$ cat src/rtl/core/kct_pkg.sv
`default_nettype none
// ----------------------------------------------------------------------------
// Keyed counter table package
// Shared widths, operation and status codes, and the command bundle that the
// controller sends to the datapath.
// ----------------------------------------------------------------------------
package kct_pkg;

    localparam int ENTRIES_DEF = 16;

    localparam int FUNC_W   = 2;
    localparam int KEY_W    = 16;
    localparam int COUNT_W  = 31;
    localparam int STATUS_W = 3;

    localparam logic [FUNC_W-1:0] FUNC_ADD   = 2'd0;
    localparam logic [FUNC_W-1:0] FUNC_PULL  = 2'd1;
    localparam logic [FUNC_W-1:0] FUNC_QUERY = 2'd2;
    localparam logic [FUNC_W-1:0] FUNC_SPARE = 2'd3;

    localparam logic [STATUS_W-1:0] STAT_OK     = 3'd0;
    localparam logic [STATUS_W-1:0] STAT_ABSENT = 3'd1;
    localparam logic [STATUS_W-1:0] STAT_UNDER  = 3'd2;
    localparam logic [STATUS_W-1:0] STAT_FULL   = 3'd3;
    localparam logic [STATUS_W-1:0] STAT_OVER   = 3'd4;

    typedef struct packed {
        logic load;
        logic match;
        logic encode;
        logic read;
        logic exec;
    } kct_cmd_t;

endpackage
`default_nettype wire

$ cat src/rtl/core/kct_ram.sv
`default_nettype none
// ----------------------------------------------------------------------------
// Generic RAM
// One write port and one read port; the read data is registered.
// ----------------------------------------------------------------------------
module kct_ram #(
    parameter int WIDTH = 8,
    parameter int DEPTH = 16,
    parameter int AW    = (DEPTH > 1) ? $clog2(DEPTH) : 1
) (
    input  wire logic             clk,
    input  wire logic             wr_en,
    input  wire logic [AW-1:0]    wr_addr,
    input  wire logic [WIDTH-1:0] wr_data,
    input  wire logic             rd_en,
    input  wire logic [AW-1:0]    rd_addr,
    output logic      [WIDTH-1:0] rd_data
);

    logic [WIDTH-1:0] mem_reg [DEPTH];
    logic [WIDTH-1:0] rd_data_reg;

    always_ff @(posedge clk)
    begin
        if (wr_en)
        begin
            mem_reg[wr_addr] <= wr_data;
        end
        if (rd_en)
        begin
            rd_data_reg <= mem_reg[rd_addr];
        end
    end

    assign rd_data = rd_data_reg;

endmodule
`default_nettype wire

$ cat src/rtl/core/kct_ctrl.sv
`default_nettype none
// ----------------------------------------------------------------------------
// Keyed counter table controller
// Steps each transaction through key match, encode, count read and update.
// ----------------------------------------------------------------------------
module kct_ctrl (
    input  wire logic              clk,
    input  wire logic              rst_n,
    input  wire logic              start,
    output logic                   busy,
    output kct_pkg::kct_cmd_t      cmd
);

    import kct_pkg::*;

    typedef enum logic [4:0] {
        ST_IDLE   = 5'b00001,
        ST_MATCH  = 5'b00010,
        ST_ENCODE = 5'b00100,
        ST_READ   = 5'b01000,
        ST_EXEC   = 5'b10000
    } state_t;

    state_t state_reg;
    state_t state_next;

    always_comb
    begin
        state_next = state_reg;
        unique case (state_reg)
            ST_IDLE:
            begin
                if (start)
                begin
                    state_next = ST_MATCH;
                end
            end
            ST_MATCH:  state_next = ST_ENCODE;
            ST_ENCODE: state_next = ST_READ;
            ST_READ:   state_next = ST_EXEC;
            ST_EXEC:   state_next = ST_IDLE;
            default:   state_next = ST_IDLE;
        endcase
    end

    always_ff @(posedge clk or negedge rst_n)
    begin
        if (!rst_n)
        begin
            state_reg <= ST_IDLE;
        end
        else
        begin
            state_reg <= state_next;
        end
    end

    assign busy       = (state_reg != ST_IDLE);
    assign cmd.load   = (state_reg == ST_IDLE) && start;
    assign cmd.match  = (state_reg == ST_MATCH);
    assign cmd.encode = (state_reg == ST_ENCODE);
    assign cmd.read   = (state_reg == ST_READ);
    assign cmd.exec   = (state_reg == ST_EXEC);

    a_accept_starts_match: assert property (@(posedge clk) disable iff (!rst_n)
        cmd.load |=> cmd.match && busy)
        else $error("accepted transaction did not enter the match step");

    a_exec_frees_port: assert property (@(posedge clk) disable iff (!rst_n)
        cmd.exec |=> !busy)
        else $error("controller still busy after the update step");

    a_one_command: assert property (@(posedge clk) disable iff (!rst_n)
        $onehot0({cmd.load, cmd.match, cmd.encode, cmd.read, cmd.exec}))
        else $error("more than one datapath command active");

endmodule
`default_nettype wire

$ cat src/rtl/core/kct_dp.sv
`default_nettype none
// ----------------------------------------------------------------------------
// Keyed counter table datapath
// Holds the key array, valid bits and count RAM, and computes each update.
// ----------------------------------------------------------------------------
module kct_dp #(
    parameter int ENTRIES = kct_pkg::ENTRIES_DEF
) (
    input  wire logic                           clk,
    input  wire logic                           rst_n,
    input  wire kct_pkg::kct_cmd_t              cmd,
    input  wire logic [kct_pkg::FUNC_W-1:0]     func,
    input  wire logic [kct_pkg::KEY_W-1:0]      item_key,
    input  wire logic [kct_pkg::COUNT_W-1:0]    amount,
    output logic                                done,
    output logic      [kct_pkg::COUNT_W-1:0]    count_after,
    output logic      [kct_pkg::STATUS_W-1:0]   status
);

    import kct_pkg::*;

    localparam int IDX_W = (ENTRIES > 1) ? $clog2(ENTRIES) : 1;

    logic [FUNC_W-1:0]   func_reg;
    logic [KEY_W-1:0]    key_reg;
    logic [COUNT_W-1:0]  amount_reg;

    logic [KEY_W-1:0]    key_mem_reg [ENTRIES];
    logic [ENTRIES-1:0]  valid_reg;
    logic [ENTRIES-1:0]  valid_next;

    logic [ENTRIES-1:0]  match_vec_reg;
    logic [ENTRIES-1:0]  match_vec_next;
    logic [ENTRIES-1:0]  free_vec_reg;

    logic                hit_reg;
    logic [IDX_W-1:0]    hit_idx_reg;
    logic [IDX_W-1:0]    hit_idx_next;
    logic                full_reg;
    logic [IDX_W-1:0]    free_idx_reg;
    logic [IDX_W-1:0]    free_idx_next;
    logic [ENTRIES-1:0]  free_low;

    logic [COUNT_W-1:0]  rd_data;
    logic [COUNT_W-1:0]  cur;
    logic [COUNT_W:0]    sum;
    logic [COUNT_W-1:0]  diff;
    logic [COUNT_W-1:0]  res_count;
    logic [STATUS_W-1:0] res_status;
    logic                ram_we;
    logic [IDX_W-1:0]    ram_waddr;
    logic [COUNT_W-1:0]  ram_wdata;
    logic                key_we;
    logic                set_valid;
    logic                clr_valid;

    logic                done_reg;
    logic [COUNT_W-1:0]  count_after_reg;
    logic [STATUS_W-1:0] status_reg;

    always_ff @(posedge clk)
    begin
        if (cmd.load)
        begin
            func_reg   <= func;
            key_reg    <= item_key;
            amount_reg <= amount;
        end
    end

    always_comb
    begin
        for (int i = 0; i < ENTRIES; i++)
        begin
            match_vec_next[i] = valid_reg[i] && (key_mem_reg[i] == key_reg);
        end
    end

    always_ff @(posedge clk)
    begin
        if (cmd.match)
        begin
            match_vec_reg <= match_vec_next;
            free_vec_reg  <= ~valid_reg;
        end
    end

    // The lowest free entry is isolated with a two's complement trick; keys
    // are unique, so the match vector is one-hot or empty and needs no priority.
    assign free_low = free_vec_reg & (~free_vec_reg + ENTRIES'(1));

    always_comb
    begin
        hit_idx_next  = '0;
        free_idx_next = '0;
        for (int i = 0; i < ENTRIES; i++)
        begin
            if (match_vec_reg[i])
            begin
                hit_idx_next = hit_idx_next | IDX_W'(i);
            end
            if (free_low[i])
            begin
                free_idx_next = free_idx_next | IDX_W'(i);
            end
        end
    end

    always_ff @(posedge clk)
    begin
        if (cmd.encode)
        begin
            hit_reg      <= |match_vec_reg;
            hit_idx_reg  <= hit_idx_next;
            full_reg     <= ~|free_vec_reg;
            free_idx_reg <= free_idx_next;
        end
    end

    kct_ram #(
        .WIDTH (COUNT_W),
        .DEPTH (ENTRIES),
        .AW    (IDX_W)
    ) u_count_ram (
        .clk     (clk),
        .wr_en   (ram_we),
        .wr_addr (ram_waddr),
        .wr_data (ram_wdata),
        .rd_en   (cmd.read),
        .rd_addr (hit_idx_reg),
        .rd_data (rd_data)
    );

    always_comb
    begin
        cur        = hit_reg ? rd_data : '0;
        sum        = {1'b0, cur} + {1'b0, amount_reg};
        diff       = cur - amount_reg;
        res_count  = cur;
        res_status = STAT_OK;
        ram_we     = 1'b0;
        ram_waddr  = hit_idx_reg;
        ram_wdata  = sum[COUNT_W-1:0];
        key_we     = 1'b0;
        set_valid  = 1'b0;
        clr_valid  = 1'b0;
        case (func_reg)
            FUNC_ADD:
            begin
                if (hit_reg)
                begin
                    if (sum[COUNT_W])
                    begin
                        res_status = STAT_OVER;
                    end
                    else
                    begin
                        res_count = sum[COUNT_W-1:0];
                        ram_we    = cmd.exec;
                    end
                end
                else if (amount_reg != '0)
                begin
                    if (full_reg)
                    begin
                        res_status = STAT_FULL;
                    end
                    else
                    begin
                        res_count = amount_reg;
                        ram_we    = cmd.exec;
                        ram_waddr = free_idx_reg;
                        ram_wdata = amount_reg;
                        key_we    = cmd.exec;
                        set_valid = cmd.exec;
                    end
                end
            end
            FUNC_PULL:
            begin
                if (!hit_reg)
                begin
                    res_status = STAT_ABSENT;
                end
                else if (amount_reg > cur)
                begin
                    res_status = STAT_UNDER;
                end
                else
                begin
                    res_count = diff;
                    ram_we    = cmd.exec;
                    ram_wdata = diff;
                    clr_valid = cmd.exec && (diff == '0);
                end
            end
            default:
            begin
            end
        endcase
    end

    always_comb
    begin
        valid_next = valid_reg;
        if (set_valid)
        begin
            valid_next[free_idx_reg] = 1'b1;
        end
        if (clr_valid)
        begin
            valid_next[hit_idx_reg] = 1'b0;
        end
    end

    always_ff @(posedge clk or negedge rst_n)
    begin
        if (!rst_n)
        begin
            valid_reg <= '0;
            done_reg  <= 1'b0;
        end
        else
        begin
            valid_reg <= valid_next;
            done_reg  <= cmd.exec;
        end
    end

    always_ff @(posedge clk)
    begin
        if (key_we)
        begin
            key_mem_reg[free_idx_reg] <= key_reg;
        end
        if (cmd.exec)
        begin
            count_after_reg <= res_count;
            status_reg      <= res_status;
        end
    end

    assign done        = done_reg;
    assign count_after = count_after_reg;
    assign status      = status_reg;

    a_done_follows_exec: assert property (@(posedge clk) disable iff (!rst_n)
        done |-> $past(cmd.exec))
        else $error("result strobe without an update step");

    a_valid_only_on_exec: assert property (@(posedge clk) disable iff (!rst_n)
        !$past(cmd.exec) |-> $stable(valid_reg))
        else $error("valid bits changed outside the update step");

    a_absent_reads_zero: assert property (@(posedge clk) disable iff (!rst_n)
        done && (status == STAT_ABSENT || status == STAT_FULL) |-> (count_after == '0))
        else $error("rejected absent key reported a nonzero count");

    a_keys_unique: assert property (@(posedge clk) disable iff (!rst_n)
        cmd.encode |-> $onehot0(match_vec_reg))
        else $error("key held in more than one entry");

endmodule
`default_nettype wire

$ cat src/rtl/core/keyed_counter_table_top.sv
`default_nettype none
// ----------------------------------------------------------------------------
// Keyed counter table
// Associative table of key and count pairs with add, pull and query.
// ----------------------------------------------------------------------------
// The result strobe is registered from the update step. A new transaction is
// accepted only when idle; the key match, the encode, the single count RAM read
// and the read-modify-write run one after another.
// The receiver cannot stall; done is high for exactly one cycle per result.
// Reset clears all valid bits at once, so the table is empty right after it.
// ----------------------------------------------------------------------------
module keyed_counter_table_top #(
    parameter int ENTRIES = kct_pkg::ENTRIES_DEF
) (
    input  wire logic                           clk,
    input  wire logic                           rst_n,
    input  wire logic                           start,
    output logic                                busy,
    input  wire logic [kct_pkg::FUNC_W-1:0]     func,
    input  wire logic [kct_pkg::KEY_W-1:0]      item_key,
    input  wire logic [kct_pkg::COUNT_W-1:0]    amount,
    output logic                                done,
    output logic      [kct_pkg::COUNT_W-1:0]    count_after,
    output logic      [kct_pkg::STATUS_W-1:0]   status
);

    import kct_pkg::*;

    kct_cmd_t cmd;

    kct_ctrl u_ctrl (
        .clk   (clk),
        .rst_n (rst_n),
        .start (start),
        .busy  (busy),
        .cmd   (cmd)
    );

    kct_dp #(
        .ENTRIES (ENTRIES)
    ) u_dp (
        .clk         (clk),
        .rst_n       (rst_n),
        .cmd         (cmd),
        .func        (func),
        .item_key    (item_key),
        .amount      (amount),
        .done        (done),
        .count_after (count_after),
        .status      (status)
    );

endmodule
`default_nettype wire
$ cat config.mk
export PLATFORM = sky130hd
export DESIGN_NAME = keyed_counter_table_top
export DESIGN_NICKNAME = d
export VERILOG_FILES = /design/src/rtl/core/kct_pkg.sv /design/src/rtl/core/kct_ram.sv /design/src/rtl/core/kct_ctrl.sv /design/src/rtl/core/kct_dp.sv /design/src/rtl/core/keyed_counter_table_top.sv
export SDC_FILE = /design/constraint.sdc
export NUM_CORES = 1
export LEC_CHECK = 0
export BUFFER_PORTS_ARGS = -buffer_cell sky130_fd_sc_hd__clkbuf_2
export CAP_MARGIN = 20
export CORE_MARGIN = 1
export CORE_UTILIZATION = 36
export CTS_CLUSTER_SIZE = 14
export DETAILED_ROUTE_END_ITERATION = 7
export MAX_ROUTING_LAYER = met4
export PLACE_DENSITY_LB_ADDON = 0.2
export SLEW_MARGIN = 0
export SYNTH_ARGS = -nofsm -noshare
export SYNTH_HDL_FRONTEND = slang
export SYNTH_SLANG_ARGS = --single-unit
export TNS_END_PERCENT = 1
$ cat constraint.sdc
create_clock -name clk -period 8.2 [get_ports clk]
set_input_delay 1.23 -clock clk [delete_from_list [all_inputs] [get_ports clk]]
set_output_delay 1.23 -clock clk [all_outputs]
set_load 0.02 [all_outputs]
==> results of run 1 <==
==> layout by cell type, fill, tap and decap left out, drive strengths merged, types with 40 or more instances in the layout <==
cell and count:
a31oi 42, buf 78, nand2b 41, mux4 155, nor4 74, clkbuf 214
inv 71, nor3 75, xnor2 49, edfxtp 908, xor2 283, nand2 166
o21ai 111, nor2 186, a21oi 113, nand3 44, nand4 40
==> layout make-up <==
type	count	area, um^2	share of cell area (%)
clock buffer	126	2600	5.29
tap	1612	2020	4.11
sequential	930	27800	56.7
clock inverter	54	584	1.19
inverter	68	255	0.520
multi-input combinational	1842	14800	30.0
timing repair buffer	166	1060	2.16
antenna	1	2.50	0.00510
==> critical path: stages, from the launching register on <==
cell,delay [ns]
edfxtp_1,0.52
buf_12,0.40
nand2_1,0.13
xnor2_1,0.17
inv_1,0.10
ha_1,0.20
nor2b_1,0.14
o22ai_1,0.12
o21a_1,0.27
o31ai_2,0.54
a211o_1,0.40
a211oi_1,0.13
a211oi_1,0.94
o21ai_1,0.35
nor4_4,0.88
a31oi_1,0.19
==> per-stage QoR <==
step	instances	area [um^2]
floorplan	3025	43400
global placement	4613	45800
detailed placement	4614	45900
CTS	4794	49000
global route	4799	49100
finish	4799	49100
==> path summary, 6_finish.rpt <==
path / slack [ns] / endpoint / start / cells after the start
worst max-delay path: 2.45 / u_dp.valid_reg[11] / u_dp.hit_reg / 15
max in group asynchronous: 7.14 / u_dp.valid_reg[14] / rst_n / 1
worst min-delay path: 0.52 / u_ctrl.state_reg[4] / u_ctrl.state_reg[4] / 1
worst min register to register: 0.52 / u_ctrl.state_reg[4] / u_ctrl.state_reg[4] / 1
min in group asynchronous: 0.60 / u_dp.done / rst_n / 1
worst max register to register: 2.45 / u_dp.valid_reg[11] / u_dp.hit_reg / 15
==> cells by family after synthesis <==
kind of cell | after synthesis
AO/OA/AOI/OAI | 562
XOR/XNOR | 332
adder cells (fa/ha/maj) | 31
buffers and inverters | 253
flip-flops | 930
multiplexers | 164
AND/OR/NAND/NOR | 753
==> layer usage <==
layer,up-vias,GRT usage [%]
met4,0,5.79
met1,14000,30.7
met2,1033,29.4
li1,12000,-
met3,190,2.65
met5,-,-
==> power by group through the flow <==
stage | registers [W] | logic, W | clock network (W)
after global routing | 0.00600 | 0.00281 | 0.00464
after floorplan | 0.00597 | 0.00160 | 0
final | 0.00599 | 0.00262 | 0.00437
after global placement | 0.00608 | 0.00253 | 0
after CTS | 0.00598 | 0.00259 | 0.00447
after detailed placement | 0.00608 | 0.00258 | 0
==> key figures, run 1 <==
Drt
  – Iter 0 DRT Violations: between 3000 and 4000
  – Vias: 27200
  – Met3 WL: slightly above 8000 um
  – WL met2: approximately 54000 um
  – Pre-antenna DRT Iters: 8
  – DRT antenna net count: 0
  – Post-Route WL: 124000 um
  – Top Metal Used: met4
  – Met1 wire length: 58800 um
  – Mean routed wirelength per cell: 25.8 um
  – DRC: 1
  – Vias/cell: approximately 5.7

Timing
  – Skew final: 0.0653 ns
  – Final hold slack: 0.520 ns
  – Final count of negative-setup-slack endpoints: 0
  – RSZ-0062 raised after global routing: false
  – Max Freq: roughly 170 MHz
  – Rel. slew slack: 24.8%
  – Tightest Pin Transition: 1.12 ns
  – Fin. Hold Viols: 0
  – Setup ws final: 2.45 ns
  – Crit path time final: 5.75 ns
  – Setup TNS: 0 ns
  – Slew Limit Fails: 0
  – Period utilization: 70.1%

Finish
  – Largest register FFs: 496
  – Fin nets: between 3000 and 4000
  – Syn-to-layout area delta: 13.0%
  – Fillers: 11000
  – Ratio of cells with drive above 1 in the final layout: 16.6%
  – Final Util: 41.0%

GRT
  – First-pass GRT wire length: 181000 um
  – Pin count of the biggest net entering global routing: 114
  – Antenna violations before repair: 6
  – Congestion Overflow GR: 0
  – Vias in the first global route: about 26000
  – Tot GR Track Use: 20.6%

Yosys
  – Synth warn: 0
  – Count of cell types in the netlist: 105
  – Simple-gate share of the synthesized area: between 8 and 9%
  – XOR/XNOR Fraction of Synth Area: 6.69%
  – Synth Area in Compound Gates: 9.00%
  – Area share of fa/ha/maj cells after synthesis: less than 1%
  – Sequential area share after synthesis: 64.0%
  – Top FF cell, synth: edfxtp_1
  – Commonest cells in the netlist: edfxtp_1 (908), xor2_1 (283), nor2_1 (186)
  – Synthesized area: 43400 um^2
  – Syn nets: just over 3000
  – Post-synth EDFFs: 908
  – Largest family of logic cells by synthesized area: compound AO/OA/AOI/OAI gates
  – Syn avg cell area: 14.4 um^2
  – Yosys top cell area share: 62.8%
  – Ranking of synthesized cells by area: edfxtp_1 (63%), mux4_2 (8.0%), xor2_1 (5.7%)
  – Post-synth ARST share: 2.37%
  – Synth Instances: just over 3000
  – Multiplexer area fraction after synthesis: 8.24%
  – Synthesized flop and latch total: 930
  – Cell taking the most area after synthesis: edfxtp_1
  – Most common cell in the synthesized netlist: edfxtp_1

Placed design
  – Pre-CTS setup slack: 2.53 ns
  – I/O Buffers: a little under 90
  – Final GP Congestion: 0.971
  – Dpl hpwl: 84300 um

Floorplan
  – # rows: 127
  – Die W: 349 um
  – Die height: 349 um
  – Core Region: 120000 um^2
  – Die ar.: between 100000 and 150000 um^2
  – Initial core utilization: a little over a third
  – Io pins: 88

Clocking
  – CTS tree: yes
  – Deepest clock path buffer count: 3
  – # Post-CTS Setup Buffers: 0
  – CTS Root Cell: clkbuf_16
  – Worst-Skew Late Latency: 0.72 ns
  – Resized Gates After CTS: 0
  – Clk slew on worst S/H paths: 0.06 ns
  – Clock sink count: 930
  – Hold_buf cts: 0
  – H-tree lvl count: 3
  – CTS buffer count: between 90 and 100

Status
  – Status: complete, but fails checks
  – Failing checks: design-rule violations

Power and ir drop
  – Internal Power: between 0.008 and 0.009 W
  – Switch Pwr: 0.00399 W
  – Total power: 0.0130 W
  – Logic pwr share: 20.2%
  – Max VDD drop: 178 uV
  – Clock network power share: 33.7%
  – Switching Fraction: slightly above 30%
  – Sequential power share: 46.2%
  – Leakage: 16.1 nW
  – Power density over the cells: 264 nW/um^2

Worst hold path
  – Hold Crit Class: register to register

Critical path
  – Worst setup SP type: register
  – Worst endpoint required time: 8.69 ns
  – Critical path arrival: around 6.2 ns
  – WS Path Type: register to register
  – Crit Path Max Fanout: 113
  – CP Capture Type: register

Job
  – Max Cap Viol: 0
No activity file was read; power rests on OpenSTA's default activity.
==> inputs of run 2 (changes only) <==
- clock period: 8.2 -> 4.7 ns (I/O delays scaled with it)
==> run 2 against run 1 <==
The run now ends clean. Via count grew 1.5%. Non-clock buffer count grew 121. Clock-buffer cell count shrank 11. Cell area grew 2.8%. Power grew 76%. Utilization grew 1.2 points. Clock power grew 73%. Clock skew shrank 0.0045 ns. Critical path depth shrank 1. Maximum frequency grew 27%. Sequential cell count is the same. Largest power group unchanged. Highest routed layer unchanged.
==> key figures, run 2 (same netlist as run 1, synthesis figures left out) <==
Timing
  – Fin. Hold Viols: 0 (unchanged)
  – Max Freq: 220 MHz (+27%)
  – Tightest Pin Transition: 1.07 ns (-0.0494 ns)
  – Rel. slew slack: 28.5% (+3.7 points)
  – Slew Limit Fails: 0 (unchanged)
  – Period utilization: 96.5% (+26 points)
  – RSZ-0062 raised after global routing: false
  – Final count of negative-setup-slack endpoints: 0 (unchanged)
  – Setup TNS: 0 ns (unchanged)
  – Setup ws final: 0.164 ns (-2.29 ns)
  – Crit path time final: 4.54 ns (-1.21 ns)
  – Skew final: 0.0608 ns (-0.00455 ns)

Placed design
  – I/O Buffers: 87 (unchanged)
  – DP Cell Count: 4737 (+2.7%)
  – Dpl hpwl: 87000 um (+3.3%)
  – Pre-CTS setup slack: -0.165 ns (-2.69 ns)
  – Final GP Congestion: 0.962 (-0.96%)

GRT
  – Tot GR Track Use: 21.5% (+0.86 points)
  – Vias in the first global route: 27200 (+2.9%)
  – Pin count of the biggest net entering global routing: 126 (+11%)
  – First-pass GRT wire length: 187000 um (+3.5%)
  – Antenna violations before repair: 2 (-4)
  – Congestion Overflow GR: 0 (unchanged)

Floorplan
  – Die height: 349 um (unchanged)
  – Initial core utilization: 36.3% (unchanged)
  – Die ar.: 122000 um^2 (unchanged)
  – # rows: 127 (unchanged)
  – Core Region: 120000 um^2 (unchanged)
  – Io pins: 88 (unchanged)
  – Die W: 349 um (unchanged)

Critical path
  – Critical path cell sequence: nand2_1, inv_1, ha_2, a21oi_1, o21ai_1, a211oi_1, o32a_1, a211oi_2, nor2_1, o221ai_1, a21oi_1, nor4_2, o221ai_1, buf_4
  – Critical path arrival: 4.99 ns (-1.25 ns)
  – WS Path Type: register to register
  – Worst endpoint required time: 5.15 ns (-3.54 ns)
  – Largest stage delay on the critical path: 0.58 ns (-0.36 ns)
  – Crit Path Max Fanout: 16 (-86%)
  – CP Capture Type: register
  – Slowest-stage cell, CP: edfxtp_1
  – Worst setup SP type: register

Clocking
  – CTS tree: yes
  – H-tree lvl count: 3 (unchanged)
  – Worst-Skew Late Latency: 0.71 ns (about the same)
  – CTS Root Cell: clkbuf_16
  – Clock sink count: 930 (unchanged)
  – CTS buffer count: 99 (+1.0%)
  – Clk slew on worst S/H paths: 0.06 ns (about the same)
  – Deepest clock path buffer count: 3 (unchanged)
  – Hold_buf cts: 0 (unchanged)

Drt
  – Vias: 27600 (+1.5%)
  – Iter 0 DRT Violations: 2668 (-16%)
  – Vias/cell: 5.61 (-0.94%)
  – Post-Route WL: 128000 um (+3.6%)
  – Pre-antenna DRT Iters: 6 (-2)
  – DRT antenna net count: 0 (unchanged)
  – Mean routed wirelength per cell: 26.1 um (+1.1%)
  – DRC: 0 (-1)

Finish
  – Syn-to-layout area delta: 16.2%
  – Ratio of cells with drive above 1 in the final layout: 20.3% (+3.7 points)
  – Largest register FFs: 496 (unchanged)
  – Final Util: 42.1% (+1.2 points)
  – Fin nets: 3302 (+3.8%)
  – Most frequent cells in the layout: edfxtp_1 (908), xor2_1 (282), nor2_1 (169)
  – Final cell count without fillers: 4919 (+2.5%)
  – Fillers: 10900 (-1.4%)
  – Commonest non-fill, non-tap cell in the layout: edfxtp_1

Power and ir drop
  – Power density over the cells: 452 nW/um^2 (+71%)
  – Total power: 0.0228 W (+76%)
  – Leakage: 16.8 nW (+4.5%)
  – Max VDD drop: 298 uV (+68%)

Status
  – Status: finished clean

Job
  – Max Cap Viol: 0 (unchanged)

Worst hold path
  – Hold Crit Class: primary input to async pin
-- run 2: worst max-delay path, delay by kind of cell (launching register included) --
kind	cells	cell delay, ns
fa+ha+maj	1	0.21
simple gates	3	0.78
compound gates	8	2.35
flops	1	0.58
buf+inv	2	0.39
-- run 2: worst paths after layout --
check | endpoint | cells past startpoint | slack [ns] | startpoint
worst min-delay path | u_ctrl.state_reg[1] | 1 | 0.05 | rst_n
worst max-delay path | u_dp.u_count_ram.mem_reg[3][25] | 14 | 0.16 | u_dp.hit_reg
min in group clk | u_dp.amount_reg[24] | 1 | 0.17 | amount[24]
max in group asynchronous | u_dp.valid_reg[10] | 1 | 4.22 | rst_n
worst max register to register | u_dp.u_count_ram.mem_reg[3][25] | 14 | 0.16 | u_dp.hit_reg
worst min register to register | u_ctrl.state_reg[4] | 1 | 0.55 | u_ctrl.state_reg[4]
-- run 2: what timing repair did --
item                                    in CTS  in global routing
endpoints found under the setup margin      32                 65
gates resized for setup                      3                  4
buffers inserted                             0                  2
pin swaps                                    0                  1
-- run 2: layout make-up --
type | instances | area [um^2] | share of cell area, %
Inverter | 68 | 255 | 0.506
Clock inverter | 62 | 629 | 1.25
Tap cell | 1612 | 2020 | 4.00
Sequential cell | 930 | 27800 | 55.1
Multi-Input combinational cell | 1842 | 14900 | 29.4
Antenna cell | 3 | 7.51 | 0.0149
Timing Repair Buffer | 287 | 2350 | 4.66
Clock buffer | 115 | 2540 | 5.03
-- run 2: report_power, final --
part | leakage, nW | total, W | switching, W | internal (W)
sequential | 8.43 | 0.0103 | 0.000247 | 0.0101
clock | 1.52 | 0.00757 | 0.00333 | 0.00424
combinational | 6.89 | 0.00492 | 0.00340 | 0.00152
-- run 2: layer usage --
layer  routed length, um  vias up  GRT usage [%]
li1                    -    12200              -
met1               59700    14200           30.8
met2               57100      985           31.4
met3                7970      184           3.35
met4                3650        0           6.50
met5                   0        -              -
-- run 2: metrics by stage --
step,instance area [um^2],hold WS [ns]
after CTS,50400,0.0196
final,50500,0.0476
after floorplan,43700,0.409
after global routing,50500,0.0595
after global placement,47200,0.492
after detailed placement,47200,0.535
